### src/sv/sine_period_correlator_bank_assert.svh
// Assertion macros shared by the correlator bank RTL.
`ifndef SINE_PERIOD_CORRELATOR_BANK_ASSERT_SVH
`define SINE_PERIOD_CORRELATOR_BANK_ASSERT_SVH

// Same-cycle implication, sampled on clock, off during reset.
`define SPCB_ASSERT_NOW(lbl, ante, cons, msg) \
   lbl: assert property (@(posedge clock) disable iff (reset) (ante) |-> (cons)) \
      else $error(msg);

// Next-cycle implication, sampled on clock, off during reset.
`define SPCB_ASSERT_NEXT(lbl, ante, cons, msg) \
   lbl: assert property (@(posedge clock) disable iff (reset) (ante) |=> (cons)) \
      else $error(msg);

`endif

### src/sv/spcb_pkg.sv
// Shared types and constants of the sine period correlator bank.
`default_nettype none

package spcb_pkg;

   localparam int NUM_PERIODS_DEF  = 100;
   localparam int SAMPLE_WIDTH_DEF = 16;
   localparam int ACC_WIDTH_DEF    = 48;

   localparam int INDEX_W = 7;
   localparam int SINE_W  = 16;

   typedef enum logic [1:0] {
      REQ_SAMPLE = 2'd0,
      REQ_READ   = 2'd1,
      REQ_CLEAR  = 2'd2
   } req_kind_type;

   typedef struct packed {
      logic                valid;
      req_kind_type        kind;
      logic [INDEX_W-1:0]  index;
      logic                sat;
   } spcb_ctl_type;

endpackage

`default_nettype wire

### src/sv/spcb_cell.sv
// One period cell: sine lookup and multiply stage, then saturating accumulate stage.
`default_nettype none
`include "sine_period_correlator_bank_assert.svh"

module spcb_cell
   import spcb_pkg::*;
#(
   parameter int PERIOD       = 1,
   parameter int NUM_PERIODS  = NUM_PERIODS_DEF,
   parameter int SAMPLE_WIDTH = SAMPLE_WIDTH_DEF,
   parameter int ACC_WIDTH    = ACC_WIDTH_DEF
) (
   input  logic                           clock,
   input  logic                           reset,
   input  logic                           advance,
   input  spcb_ctl_type                   up_ctl,
   input  logic signed [SAMPLE_WIDTH-1:0] up_sample,
   input  logic signed [ACC_WIDTH-1:0]    up_sum,
   output spcb_ctl_type                   dn_ctl,
   output logic signed [SAMPLE_WIDTH-1:0] dn_sample,
   output logic signed [ACC_WIDTH-1:0]    dn_sum
);

   localparam int PH_W         = $clog2(NUM_PERIODS);
   localparam int ROM_DEPTH    = 2 ** PH_W;
   localparam int PROD_W       = SAMPLE_WIDTH + SINE_W;
   localparam int SUM_W        = ((ACC_WIDTH > PROD_W) ? ACC_WIDTH : PROD_W) + 1;
   localparam int HORNER_TERMS = 7;
   localparam int SINE_FRAC    = SINE_W - 1;

   localparam logic [63:0] Q30_ONE     = 64'd1 << 30;
   localparam logic [63:0] HALF_PI_Q30 = 64'd1686629713;
   localparam logic [63:0] SINE_MAX    = (64'd1 << SINE_FRAC) - 64'd1;
   localparam logic [63:0] SIN_DENS [HORNER_TERMS] =
      '{64'd210, 64'd156, 64'd110, 64'd72, 64'd42, 64'd20, 64'd6};
   localparam logic [63:0] COS_DENS [HORNER_TERMS] =
      '{64'd182, 64'd132, 64'd90, 64'd56, 64'd30, 64'd12, 64'd2};

   localparam logic [PH_W-1:0] PHASE_LAST = PH_W'(PERIOD - 1);
   localparam logic signed [ACC_WIDTH-1:0] ACC_MIN = {1'b1, {(ACC_WIDTH-1){1'b0}}};
   localparam logic signed [ACC_WIDTH-1:0] ACC_MAX = ~ACC_MIN;

   // Taylor series in Q2.30, truncating at each step.
   function automatic logic [63:0] horner(input logic [63:0] x2, input logic use_cos);
      logic [63:0] t;
      logic [63:0] d;
      t = Q30_ONE;
      for (int i = 0; i < HORNER_TERMS; i++) begin
         if (use_cos) begin
            d = ((x2 * t) >> 30) / COS_DENS[i];
         end else begin
            d = ((x2 * t) >> 30) / SIN_DENS[i];
         end
         t = (d > Q30_ONE) ? 64'd0 : Q30_ONE - d;
      end
      return t;
   endfunction

   function automatic logic signed [SINE_W-1:0] sine_entry(input int k);
      logic [63:0]       n;
      logic [63:0]       q;
      logic [63:0]       r;
      logic [63:0]       x;
      logic [63:0]       x2;
      logic [63:0]       v;
      logic [SINE_W-1:0] mag;
      n = 64'(4 * k);
      q = (n / PERIOD) & 64'd3;
      r = n % PERIOD;
      x = (r * HALF_PI_Q30) / PERIOD;
      x2 = (x * x) >> 30;
      if (q[0]) begin
         v = horner(x2, 1'b1);
      end else begin
         v = (x * horner(x2, 1'b0)) >> 30;
      end
      v = (v + (64'd1 << (SINE_FRAC - 1))) >> SINE_FRAC;
      if (v > SINE_MAX) begin
         v = SINE_MAX;
      end
      mag = SINE_W'(v);
      return q[1] ? $signed(-mag) : $signed(mag);
   endfunction

   logic signed [SINE_W-1:0] sine_rom [ROM_DEPTH];

   for (genvar k = 0; k < ROM_DEPTH; k++) begin : g_rom
      if (k < PERIOD) begin : g_used
         localparam logic signed [SINE_W-1:0] ENTRY = sine_entry(k);
         assign sine_rom[k] = ENTRY;
      end else begin : g_pad
         assign sine_rom[k] = '0;
      end
   end

   logic [PH_W-1:0]                phase_ff, phase_in;
   spcb_ctl_type                   a_ctl_ff, a_ctl_in;
   logic signed [SAMPLE_WIDTH-1:0] a_sample_ff, a_sample_in;
   logic signed [ACC_WIDTH-1:0]    a_sum_ff, a_sum_in;
   logic signed [PROD_W-1:0]       a_prod_ff, a_prod_in;
   spcb_ctl_type                   b_ctl_ff, b_ctl_in;
   logic signed [SAMPLE_WIDTH-1:0] b_sample_ff, b_sample_in;
   logic signed [ACC_WIDTH-1:0]    b_sum_ff, b_sum_in;
   logic signed [ACC_WIDTH-1:0]    acc_ff, acc_in;
   logic                           sat_ff, sat_in;

   logic signed [SUM_W-1:0]        sum_wide;
   logic                           overflow;
   logic                           match;

   assign sum_wide = SUM_W'(acc_ff) + SUM_W'(a_prod_ff);
   assign overflow = !((&sum_wide[SUM_W-1:ACC_WIDTH-1]) || !(|sum_wide[SUM_W-1:ACC_WIDTH-1]));
   assign match    = (int'(a_ctl_ff.index) == PERIOD);

   always_comb begin
      phase_in    = phase_ff;
      a_ctl_in    = a_ctl_ff;
      a_sample_in = a_sample_ff;
      a_sum_in    = a_sum_ff;
      a_prod_in   = a_prod_ff;
      b_ctl_in    = b_ctl_ff;
      b_sample_in = b_sample_ff;
      b_sum_in    = b_sum_ff;
      acc_in      = acc_ff;
      sat_in      = sat_ff;
      if (advance) begin
         a_ctl_in    = up_ctl;
         a_sample_in = up_sample;
         a_sum_in    = up_sum;
         a_prod_in   = PROD_W'(up_sample) * PROD_W'(sine_rom[phase_ff]);
         if (up_ctl.valid) begin
            unique case (up_ctl.kind)
               REQ_SAMPLE: phase_in = (phase_ff == PHASE_LAST) ? '0 : phase_ff + 1'b1;
               REQ_CLEAR:  phase_in = '0;
               default:    ;
            endcase
         end
         b_ctl_in    = a_ctl_ff;
         b_sample_in = a_sample_ff;
         b_sum_in    = a_sum_ff;
         if (a_ctl_ff.valid) begin
            unique case (a_ctl_ff.kind)
               REQ_SAMPLE: begin
                  if (overflow) begin
                     acc_in = sum_wide[SUM_W-1] ? ACC_MIN : ACC_MAX;
                     sat_in = 1'b1;
                  end else begin
                     acc_in = sum_wide[ACC_WIDTH-1:0];
                  end
               end
               REQ_READ: begin
                  if (match) begin
                     b_sum_in     = acc_ff;
                     b_ctl_in.sat = sat_ff;
                  end
               end
               REQ_CLEAR: begin
                  acc_in = '0;
                  sat_in = 1'b0;
               end
               default: ;
            endcase
         end
      end
   end

   always_ff @(posedge clock) begin
      if (reset) begin
         phase_ff <= '0;
         a_ctl_ff <= '0;
         b_ctl_ff <= '0;
         acc_ff   <= '0;
         sat_ff   <= 1'b0;
      end else begin
         phase_ff <= phase_in;
         a_ctl_ff <= a_ctl_in;
         b_ctl_ff <= b_ctl_in;
         acc_ff   <= acc_in;
         sat_ff   <= sat_in;
      end
   end

   always_ff @(posedge clock) begin
      a_sample_ff <= a_sample_in;
      a_sum_ff    <= a_sum_in;
      a_prod_ff   <= a_prod_in;
      b_sample_ff <= b_sample_in;
      b_sum_ff    <= b_sum_in;
   end

   assign dn_ctl    = b_ctl_ff;
   assign dn_sample = b_sample_ff;
   assign dn_sum    = b_sum_ff;

   `SPCB_ASSERT_NOW(a_phase_range, 1'b1, int'(phase_ff) < PERIOD, "phase beyond period")
   `SPCB_ASSERT_NEXT(a_clear_zeroes, advance && a_ctl_ff.valid && a_ctl_ff.kind == REQ_CLEAR, acc_ff == '0 && !sat_ff, "clear left state")
   `SPCB_ASSERT_NEXT(a_stall_holds, !advance, $stable(acc_ff) && $stable(phase_ff), "state moved in stall")

endmodule

`default_nettype wire

### config.mk
export PLATFORM = sky130hd
export DESIGN_NAME = spcb_cell
export DESIGN_NICKNAME = d
export VERILOG_FILES = /design/src/sv/spcb_pkg.sv /design/src/sv/spcb_cell.sv
export VERILOG_INCLUDE_DIRS = /design/src /design/src/sv
export SDC_FILE = /design/constraint.sdc
export NUM_CORES = 1
export LEC_CHECK = 0
export ABC_AREA = 1
export BUFFER_PORTS_ARGS = -buffer_cell sky130_fd_sc_hd__buf_4
export CAP_MARGIN = 0
export CORE_ASPECT_RATIO = 1.25
export CORE_MARGIN = 3
export CORE_UTILIZATION = 40
export CTS_CLUSTER_DIAMETER = 120
export CTS_CLUSTER_SIZE = 30
export DETAILED_ROUTE_END_ITERATION = 10
export GPL_ROUTABILITY_DRIVEN = 0
export SETUP_SLACK_MARGIN = 0.02
export SYNTH_ARGS = -nofsm -noshare
export SYNTH_HDL_FRONTEND = slang
export SYNTH_SLANG_ARGS = --single-unit
### constraint.sdc
create_clock -name clock -period 1.4 [get_ports clock]
set_input_delay 0.21 -clock clock [delete_from_list [all_inputs] [get_ports clock]]
set_output_delay 0.21 -clock clock [all_outputs]
set_load 0.1 [all_outputs]
==> reports/metrics.yaml, run 1 <==
dp_hpwl_mm: 6.36
finalPower_mw: 11.8
synth_simple_gate_area_share_pct: 6.68
worst_slew_pin_slew_ns: 0.570
synth.avg_cell_area_sq_um: 15.1
synthXorXnorAreaFrac_pct: 0
status: "finished clean"
clk-insertion-delay-late_ns: 0.41
drt-pass1-iter-count: 4
clock_sinks: 151
synth_adder_area_share_pct: 0
seqCellArea_sq_mm: 0.00430
cts_made_buffers: 17
rsz0062_at_grt: "true"
synth_ff_type: "edfxtp_1"
design.portCount: 153
wl_per_cell_um: 13.3
vias_per_cell: 4.37
place_area_sq_mm: 0.00645
critPathMaxStageDelay_ns: 0.35
multi_input_area_sq_um: 500
coreArea_sq_mm: 0.0123
dieWidth_um: 107
cp_cell_sequence: "buf_4"
path_max_fanout: 1
crit_buf_inv: 1
finalCritPeriodShare_pct: 90.4
utilization_pct: 62.8
antenna_cells: 0
switching_share_pct: 27.3
holdWs_ns: 0.0283
required_ns: 1.19
initial_utilization_pct: 41.3
final_common_cell: "buf_4"
synthesis.area_sq_mm: 0.00507
cts_tree: "built"
critPathKind: "register to output port"
dpl_worst_slack_ns: 0.109
synthMuxAreaShare_pct: 0
ant_nets: 0
dieArea_sq_mm: 0.0141
switchingPower_mw: 3.22
antenna_found_initial: 0
row_count: 45
synth_enable_flop_cells: 128
crit_arrival_ns: 1.05
p_leak_nw: 3.25
end_kind: "output port"
via_count: 3244
intPower_mw: 8.58
crit_family: "flip-flops"
final_cell_mix: "buf_4 (152), edfxtp_1 (128), nor2_1 (82)"
clockBufferDepth: 2
die-height_um: 132
drive_above_1_share_pct: 32.8
fillers: 949
synth_compound_area_share_pct: 3.08
seq_power_share_pct: 45.3
fmax_mhz: 791
power_frac_clock_pct: 38.8
clk_pin_slew_ns: 0.06
grt_usage_pct: 14.6
synth-seq-area-share_pct: 84.8
worstHoldPathType: "input pin to register"
max-slew-margin-rel_pct: 62.0
drc: 0
finalInstanceArea_sq_mm: 0.00771
gr-total-overflow: 0
dpl.cell_count: 646
synthesis.nets: 414
fin_setup_tns_ns: 0
ir_drop_mv: 0.763
syn_inst: 336
finalNonFillerCells: 743
ys_types: 15
h-tree-depth: 4
async_flop_share_pct: 0
slew_viol_final: 0
ys_warn_count: 0
synth_top_family_by_area: "simple AND/OR/NAND/NOR gates"
finalSetupViolCount: 0
grt_max_degree: 64
hold_viol: 0
syn2layout_area_growth_pct: 51.9
pwr-share-comb_pct: 15.9
grt_pass1_vias: 3180
wl_mm: 9.87
worst_slack_ns: 0.135
fin_worst_skew_ns: 0.00655
drt_iter0_drc: 114
cts-root-buf: "clkbuf_16"
nNetsFinal: 644
ys_ff_latch: 151
startpoint_type: "register"
grt_first_pass_wirelength_mm: 15.7
cpMaxStageDelayCell: "edfxtp_1"
layout_min_cycle_time_ns: 1.26
cap_violations: 0
power.density_mw_per_mm2: 1530
port_buffers: 152
## kinds of logic (layout without fill, tap and decap cells)
group,count (synthesis),after routing
AOI/OAI and AO/OA,30,30
buffers and inverters,66,309
DFF,151,151
and+or+nand+nor,89,89
## power by group through the flow
| stage | combinational, mW | clock [mW] | sequential, mW |
|---|---|---|---|
| final | 1.88 | 4.58 | 5.34 |
| after global routing | 1.97 | 4.88 | 5.37 |
| after CTS | 1.89 | 4.69 | 5.35 |
| after detailed placement | 1.74 | 0 | 5.44 |
| after global placement | 1.72 | 0 | 5.43 |
| after floorplan | 0.156 | 0 | 6.49 |
## metal layers
metal / vias up / share of wire (%) / track usage (%)
met5: - / 0 / 0
met4: 0 / 2.4 / 7.60
met3: 18 / 6.0 / 4.07
met2: 108 / 51 / 23.4
met1: 1529 / 40 / 17.9
li1: 1589 / - / -
## registers in the layout (all words and copies together), names as in the netlist
| register | count |
|---|---|
| a_sample_ff | 16 |
| dn_ctl | 11 |
| sat_ff | 1 |
| a_ctl_ff | 11 |
| dn_sample | 16 |
| dn_sum | 48 |
| a_sum_ff | 48 |
## synthesized netlist by cell type (2+ instances only)
| master | count | area [sq um] |
|---|---|---|
| nand3_1 | 2 | 10.0 |
| dfxtp_1 | 23 | 460 |
| buf_2 | 3 | 15.0 |
| edfxtp_1 | 128 | 3840 |
| buf_6 | 3 | 33.8 |
| clkbuf_1 | 5 | 18.8 |
| o21ai_0 | 21 | 105 |
| nor2_1 | 82 | 308 |
| a21oi_1 | 7 | 35.0 |
| nand2_1 | 4 | 15.0 |
| inv_1 | 54 | 203 |
## path summary, 6_finish.rpt
path / startpoint / to / slack [ns] / cells past startpoint
worst max-delay path: dn_sum[32] / dn_sum[32] / 0.14 / 1
worst min-delay path: up_ctl[0] / a_ctl_ff[0] / 0.03 / 3
worst max register to register: a_ctl_ff[4] / dn_sum[42] / 0.14 / 5
worst min register to register: a_sample_ff[4] / dn_sample[4] / 0.42 / 0
## repair_timing
action	CTS	global route
resized for setup	0	1
endpoints found under the setup margin	0	14
setup buffers	0	0
hold endpoints to repair	65	0
hold buffers	65	0
## layout make-up
class | instances | share of cell area (%)
Clock inverter | 14 | 2.26
Tap cell | 164 | 2.66
Clock buffer | 18 | 5.57
Multi-Input combinational cell | 119 | 6.49
Timing Repair Buffer | 222 | 24.4
Inverter | 55 | 2.73
Sequential cell | 151 | 55.9
No activity file was read; power rests on OpenSTA's default activity.
==> run 2, diff against run 1 <==
CORE_MARGIN = 1   (was 3)
RECOVER_POWER = 100   (was default)
==> reports/metrics.yaml, run 2 (synthesis gave the netlist of run 1 again) <==
status: "finished clean"
critPathKind: "register to register"
fmax_mhz: 747
drt-pass1-iter-count: 4
final_cell_mix: "clkbuf_4 (140), edfxtp_1 (128), nor2_1 (82)"
pwr-share-comb_pct: 15.9
nNetsFinal: 649
path_max_fanout: 13
worstHoldPathType: "input pin to register"
design.portCount: 153
antenna_found_initial: 0
grt_usage_pct: 15.2
ir_drop_mv: 0.806
drc: 0
rsz0062_at_grt: "false"
seqCellArea_sq_mm: 0.00430
required_ns: 1.57
grt_first_pass_wirelength_mm: 14.5
fillers: 935
end_kind: "register"
clk-insertion-delay-late_ns: 0.42
die-height_um: 128
drt_iter0_drc: 72
fin_setup_tns_ns: 0
fin_worst_skew_ns: 0.0133
dp_hpwl_mm: 5.99
power.density_mw_per_mm2: 1500
dieArea_sq_mm: 0.0131
cp-endpoint: "dn_sum[13]"
rr_endpoint: "dn_sum[13]"
worst_slew_pin_slew_ns: 0.933
finalSetupViolCount: 0
cts-root-buf: "clkbuf_16"
port_buffers: 152
intPower_mw: 8.25
coreArea_sq_mm: 0.0123
cts_made_buffers: 17
layout_min_cycle_time_ns: 1.34
finalPower_mw: 11.6
initial_utilization_pct: 41.3
antenna_cells: 0
cts_tree: "built"
dieWidth_um: 103
hold_viol: 0
row_count: 45
seq_power_share_pct: 46.0
startpoint_type: "register"
syn2layout_area_growth_pct: 52.5
slew_viol_final: 0
max-slew-margin-rel_pct: 37.8
switching_share_pct: 28.9
cap_violations: 0
gr-total-overflow: 0
clock_sinks: 151
wl_mm: 9.75
crit_path_start: "a_ctl_ff[4]"
wl_per_cell_um: 13.0
switchingPower_mw: 3.36
finalCritPeriodShare_pct: 95.6
via_count: 3203
ant_nets: 0
final_common_cell: "clkbuf_4"
worstRegToRegCells: 6
multi_input_area_sq_um: 505
clockBufferDepth: 2
p_leak_nw: 3.25
drive_above_1_share_pct: 33.4
vias_per_cell: 4.28
grt_max_degree: 48
crit_arrival_ns: 1.51
power_frac_clock_pct: 38.2
worstReg2RegStart: "a_ctl_ff[4]"
reg2reg_slack_ns: 0.06
clk_pin_slew_ns: 0.07
h-tree-depth: 4
grt_pass1_vias: 3090
==> run 2: cell types whose count changed in the layout (fill, tap and decap cells not counted), sizes merged <==
| cell | change |
|---|---|
| clkbuf | +144 |
| inv | +7 |
| buf | -140 |
| bufinv | -2 |
| clkinvlp | -4 |
==> run 2: per-stage QoR <==
stage	hold slack, ns	worst slack [ns]	std cells	utilization [%]	cell area [sq um]
after floorplan	0.288	0.130	336	-	5070
after global placement	0.388	0.119	647	52.6	6460
after detailed placement	0.389	0.0971	647	52.6	6460
after CTS	0.000319	0.0858	744	62.6	7690
after global routing	0.0178	0.0102	748	63.0	7730
final	0.0146	0.0615	748	63.0	7730
==> run 2: critical path, stage by stage (launching register included) <==
cell and delay [ns]:
dfxtp_1 0.32, nor2_1 0.15, nand3_2 0.12, nor2_4 0.15
buf_12 0.13, clkbuf_16 0.16, nor2_1 0.05
==> run 2: how the worst min path moves through the flow <==
stage                 start        endpoint  slack, ns  depth (start not counted)
3_5_place_dp   up_sample[6]  a_sample_ff[6]       0.39                          1
5_1_grt           up_ctl[5]     a_ctl_ff[5]       0.02                          3
2_1_floorplan         reset       dn_ctl[8]       0.29                          1
4_1_cts           up_ctl[5]     a_ctl_ff[5]     0.0003                          3
3_3_place_gp   up_sample[6]  a_sample_ff[6]       0.39                          1
6_report          up_ctl[5]     a_ctl_ff[5]       0.01                          3
==> run 2: final cells by class <==
type / instances / area share, %
inverters: 55 / 2.67
clock buffers: 17 / 5.50
clock inverters: 15 / 2.02
well taps: 164 / 2.65
repair buffers: 227 / 25.0
flip-flops and latches: 151 / 55.6
multi-input cells: 119 / 6.54
==> run 2: per-layer routing <==
metal	routed length (um)	global-route usage, %
met3	467	3.76
met2	5290	26.9
met1	3740	16.3
met4	255	8.86
met5	0	0
==> run 2: power groups by stage <==
stage	registers [mW]	logic (mW)	clock network [mW]
after floorplan	6.49	0.156	0
after global placement	5.43	1.72	0
after detailed placement	5.44	1.74	0
after CTS	5.34	1.89	4.51
after global routing	5.37	1.93	4.70
final	5.34	1.84	4.43
==> run 2: what timing repair did <==
| item | CTS | global route |
|---|---|---|
| hold endpoints to repair | 65 | 0 |
| setup buffers | 0 | 2 |
| endpoints found under the setup margin | 0 | 28 |
| resized for setup | 0 | 1 |
| hold buffers | 65 | 0 |
==> run 3, diff against run 2 <==
--- a/config.mk
+++ b/config.mk
@@ -10,5 +10,5 @@
 export BUFFER_PORTS_ARGS = -buffer_cell sky130_fd_sc_hd__buf_4
 export CAP_MARGIN = 0
-export CORE_ASPECT_RATIO = 1.25
+export CORE_ASPECT_RATIO = 1.4
 export CORE_MARGIN = 1
 export CORE_UTILIZATION = 40
==> constraint.sdc (replaced) <==
create_clock -name clock -period 1.4 [get_ports clock]
set_input_delay 0.07 -clock clock [delete_from_list [all_inputs] [get_ports clock]]
set_output_delay 0.07 -clock clock [all_outputs]
set_load 0.1 [all_outputs]
==> reports/metrics.yaml, run 3 (synthesis gave the netlist of run 1 again) <==
finalSetupViolCount: 0
crit_arrival_ns: 1.49
finalInstanceArea_sq_mm: 0.00765
drt-pass1-iter-count: 4
cap_violations: 0
clock_sinks: 151
reg2reg_slack_ns: 0.07
fmax_mhz: 750
max-slew-margin-rel_pct: 62.0
cts_made_buffers: 17
wl_mm: 10.5
cp_cell_sequence: "inv_2, nor2_1, nand3_2, nor2_4, buf_12, clkbuf_16, nor2_1"
worstHoldStart: "up_sum[10]"
cts-root-buf: "clkbuf_16"
grt_first_pass_wirelength_mm: 15.7
die-height_um: 135
worst_slew_pin_slew_ns: 0.573
row_count: 48
cp-endpoint: "dn_sum[40]"
drc: 0
drt_iter0_drc: 92
use_met1_pct: 17.5
dieWidth_um: 97.2
fillers: 988
drive_above_1_share_pct: 32.4
use_met3_pct: 4.23
design.portCount: 153
grt_busiest_layer: "met2"
gr-total-overflow: 0
startpoint_type: "register"
dpl.cell_count: 633
final_cell_mix: "edfxtp_1 (128), nor2_1 (81), dlygate4sd3_1 (77)"
power.density_mw_per_mm2: 1490
cpMaxStageDelayCell: "dfxtp_1"
status: "finished clean"
ir_drop_mv: 0.829
finalNonFillerCells: 746
clk-insertion-delay-late_ns: 0.40
grt_max_degree: 65
path_max_fanout: 14
grt_usage_pct: 15.6
vias_per_cell: 4.40
crit_path_frequent_cell: "nor2_1"
grt_pass1_vias: 3217
utilization_pct: 61.9
fin_setup_tns_ns: 0
end_kind: "register"
dp_hpwl_mm: 6.19
layout_min_cycle_time_ns: 1.33
dieArea_sq_mm: 0.0131
coreArea_sq_mm: 0.0124
h-tree-depth: 4
critPathMaxStageDelay_ns: 0.32
dpl_worst_slack_ns: 0.0881
antenna_found_initial: 0
finalCritPeriodShare_pct: 95.2
via_count: 3281
ant_nets: 0
final_common_cell: "edfxtp_1"
crit_path_start: "a_ctl_ff[8]"
fin_worst_skew_ns: 0.0104
port_buffers: 152
rsz0062_at_grt: "false"
slew_viol_final: 0
worstRegToRegCells: 7
nNetsFinal: 662
critPathKind: "register to register"
initial_utilization_pct: 41.0
hold_viol: 0
rr_endpoint: "dn_sum[40]"
worst_slack_ns: 0.0668
use_met2_pct: 27.1
cts_tree: "built"
required_ns: 1.56
syn2layout_area_growth_pct: 50.9
clk_pin_slew_ns: 0.06
worstReg2RegStart: "a_ctl_ff[8]"
p_leak_nw: 3.26
wl_per_cell_um: 14.1
worstHoldPathType: "input pin to register"
clockBufferDepth: 2
place_area_sq_mm: 0.00643
==> run 3: cell types whose count changed in the layout (fill, tap and decap cells not counted), moves of 4 or more <==
| cell | change |
|---|---|
| clkinv_2 | +4 |
| clkbuf_4 | -75 |
| buf_2 | +7 |
| dlygate4sd3_1 | +12 |
| inv_6 | -5 |
| inv_8 | -4 |
| clkbuf_2 | +66 |
==> run 3: repair_timing <==
action                                  4_1_cts  5_1_grt
endpoints found under the setup margin        0       21
endpoints found under the hold margin        86        0
gates resized for setup                       0        4
setup buffers                                 0        1
hold buffers                                 77        0
==> run 3: cell type report <==
type	instances	area [sq um]	share of cell area [%]
Sequential cell	151	4310	56.3
Timing Repair Buffer	239	1890	24.7
Multi-Input combinational cell	119	508	6.64
Clock buffer	19	433	5.66
Inverter	55	210	2.75
Tap cell	150	188	2.45
Clock inverter	11	109	1.42
Timing Repair inverter	1	5.00	0.0654
Antenna cell	1	2.50	0.0327
==> run 3: worst min-delay path by stage <==
stage               slack (ns)        endpoint  depth (start not counted)
global route              0.39    a_sum_ff[43]                          2
detailed placement        0.25  a_sample_ff[2]                          1
global placement          0.25    a_sum_ff[37]                          1
finish                    0.40    a_sum_ff[10]                          2
floorplan                 0.15       dn_ctl[8]                          1
CTS                       0.37    a_sum_ff[38]                          2
==> run 3: power breakdown <==
part / internal (mW) / total [mW] / switching [mW]
clock network: 2.58 / 4.22 / 1.64
logic: 0.434 / 1.81 / 1.38
registers: 5.25 / 5.34 / 0.0929
total: 8.26 / 11.4 / 3.11
==> run 3: per-stage QoR <==
| stage | hold WS (ns) | total power, mW |
|---|---|---|
| 2_1_floorplan | 0.148 | 6.64 |
| 3_3_place_gp | 0.249 | 7.14 |
| 3_5_place_dp | 0.249 | 7.17 |
| 4_1_cts | 0.370 | 11.6 |
| 5_1_grt | 0.390 | 11.7 |
| 6_report | 0.402 | 11.4 |
==> run 3: per-layer routing <==
metal / vias up / part of all wire, %
li1: 1620 / -
met1: 1548 / 39
met2: 100 / 54
met3: 13 / 4.6
met4: 0 / 2.1
met5: - / 0
==> run 3: critical path: cells and delay by family, from the launching register on <==
family	cells	cell delay [ns]
and+or+nand+nor	4	0.41
DFF	1	0.32
buffers and inverters	3	0.36
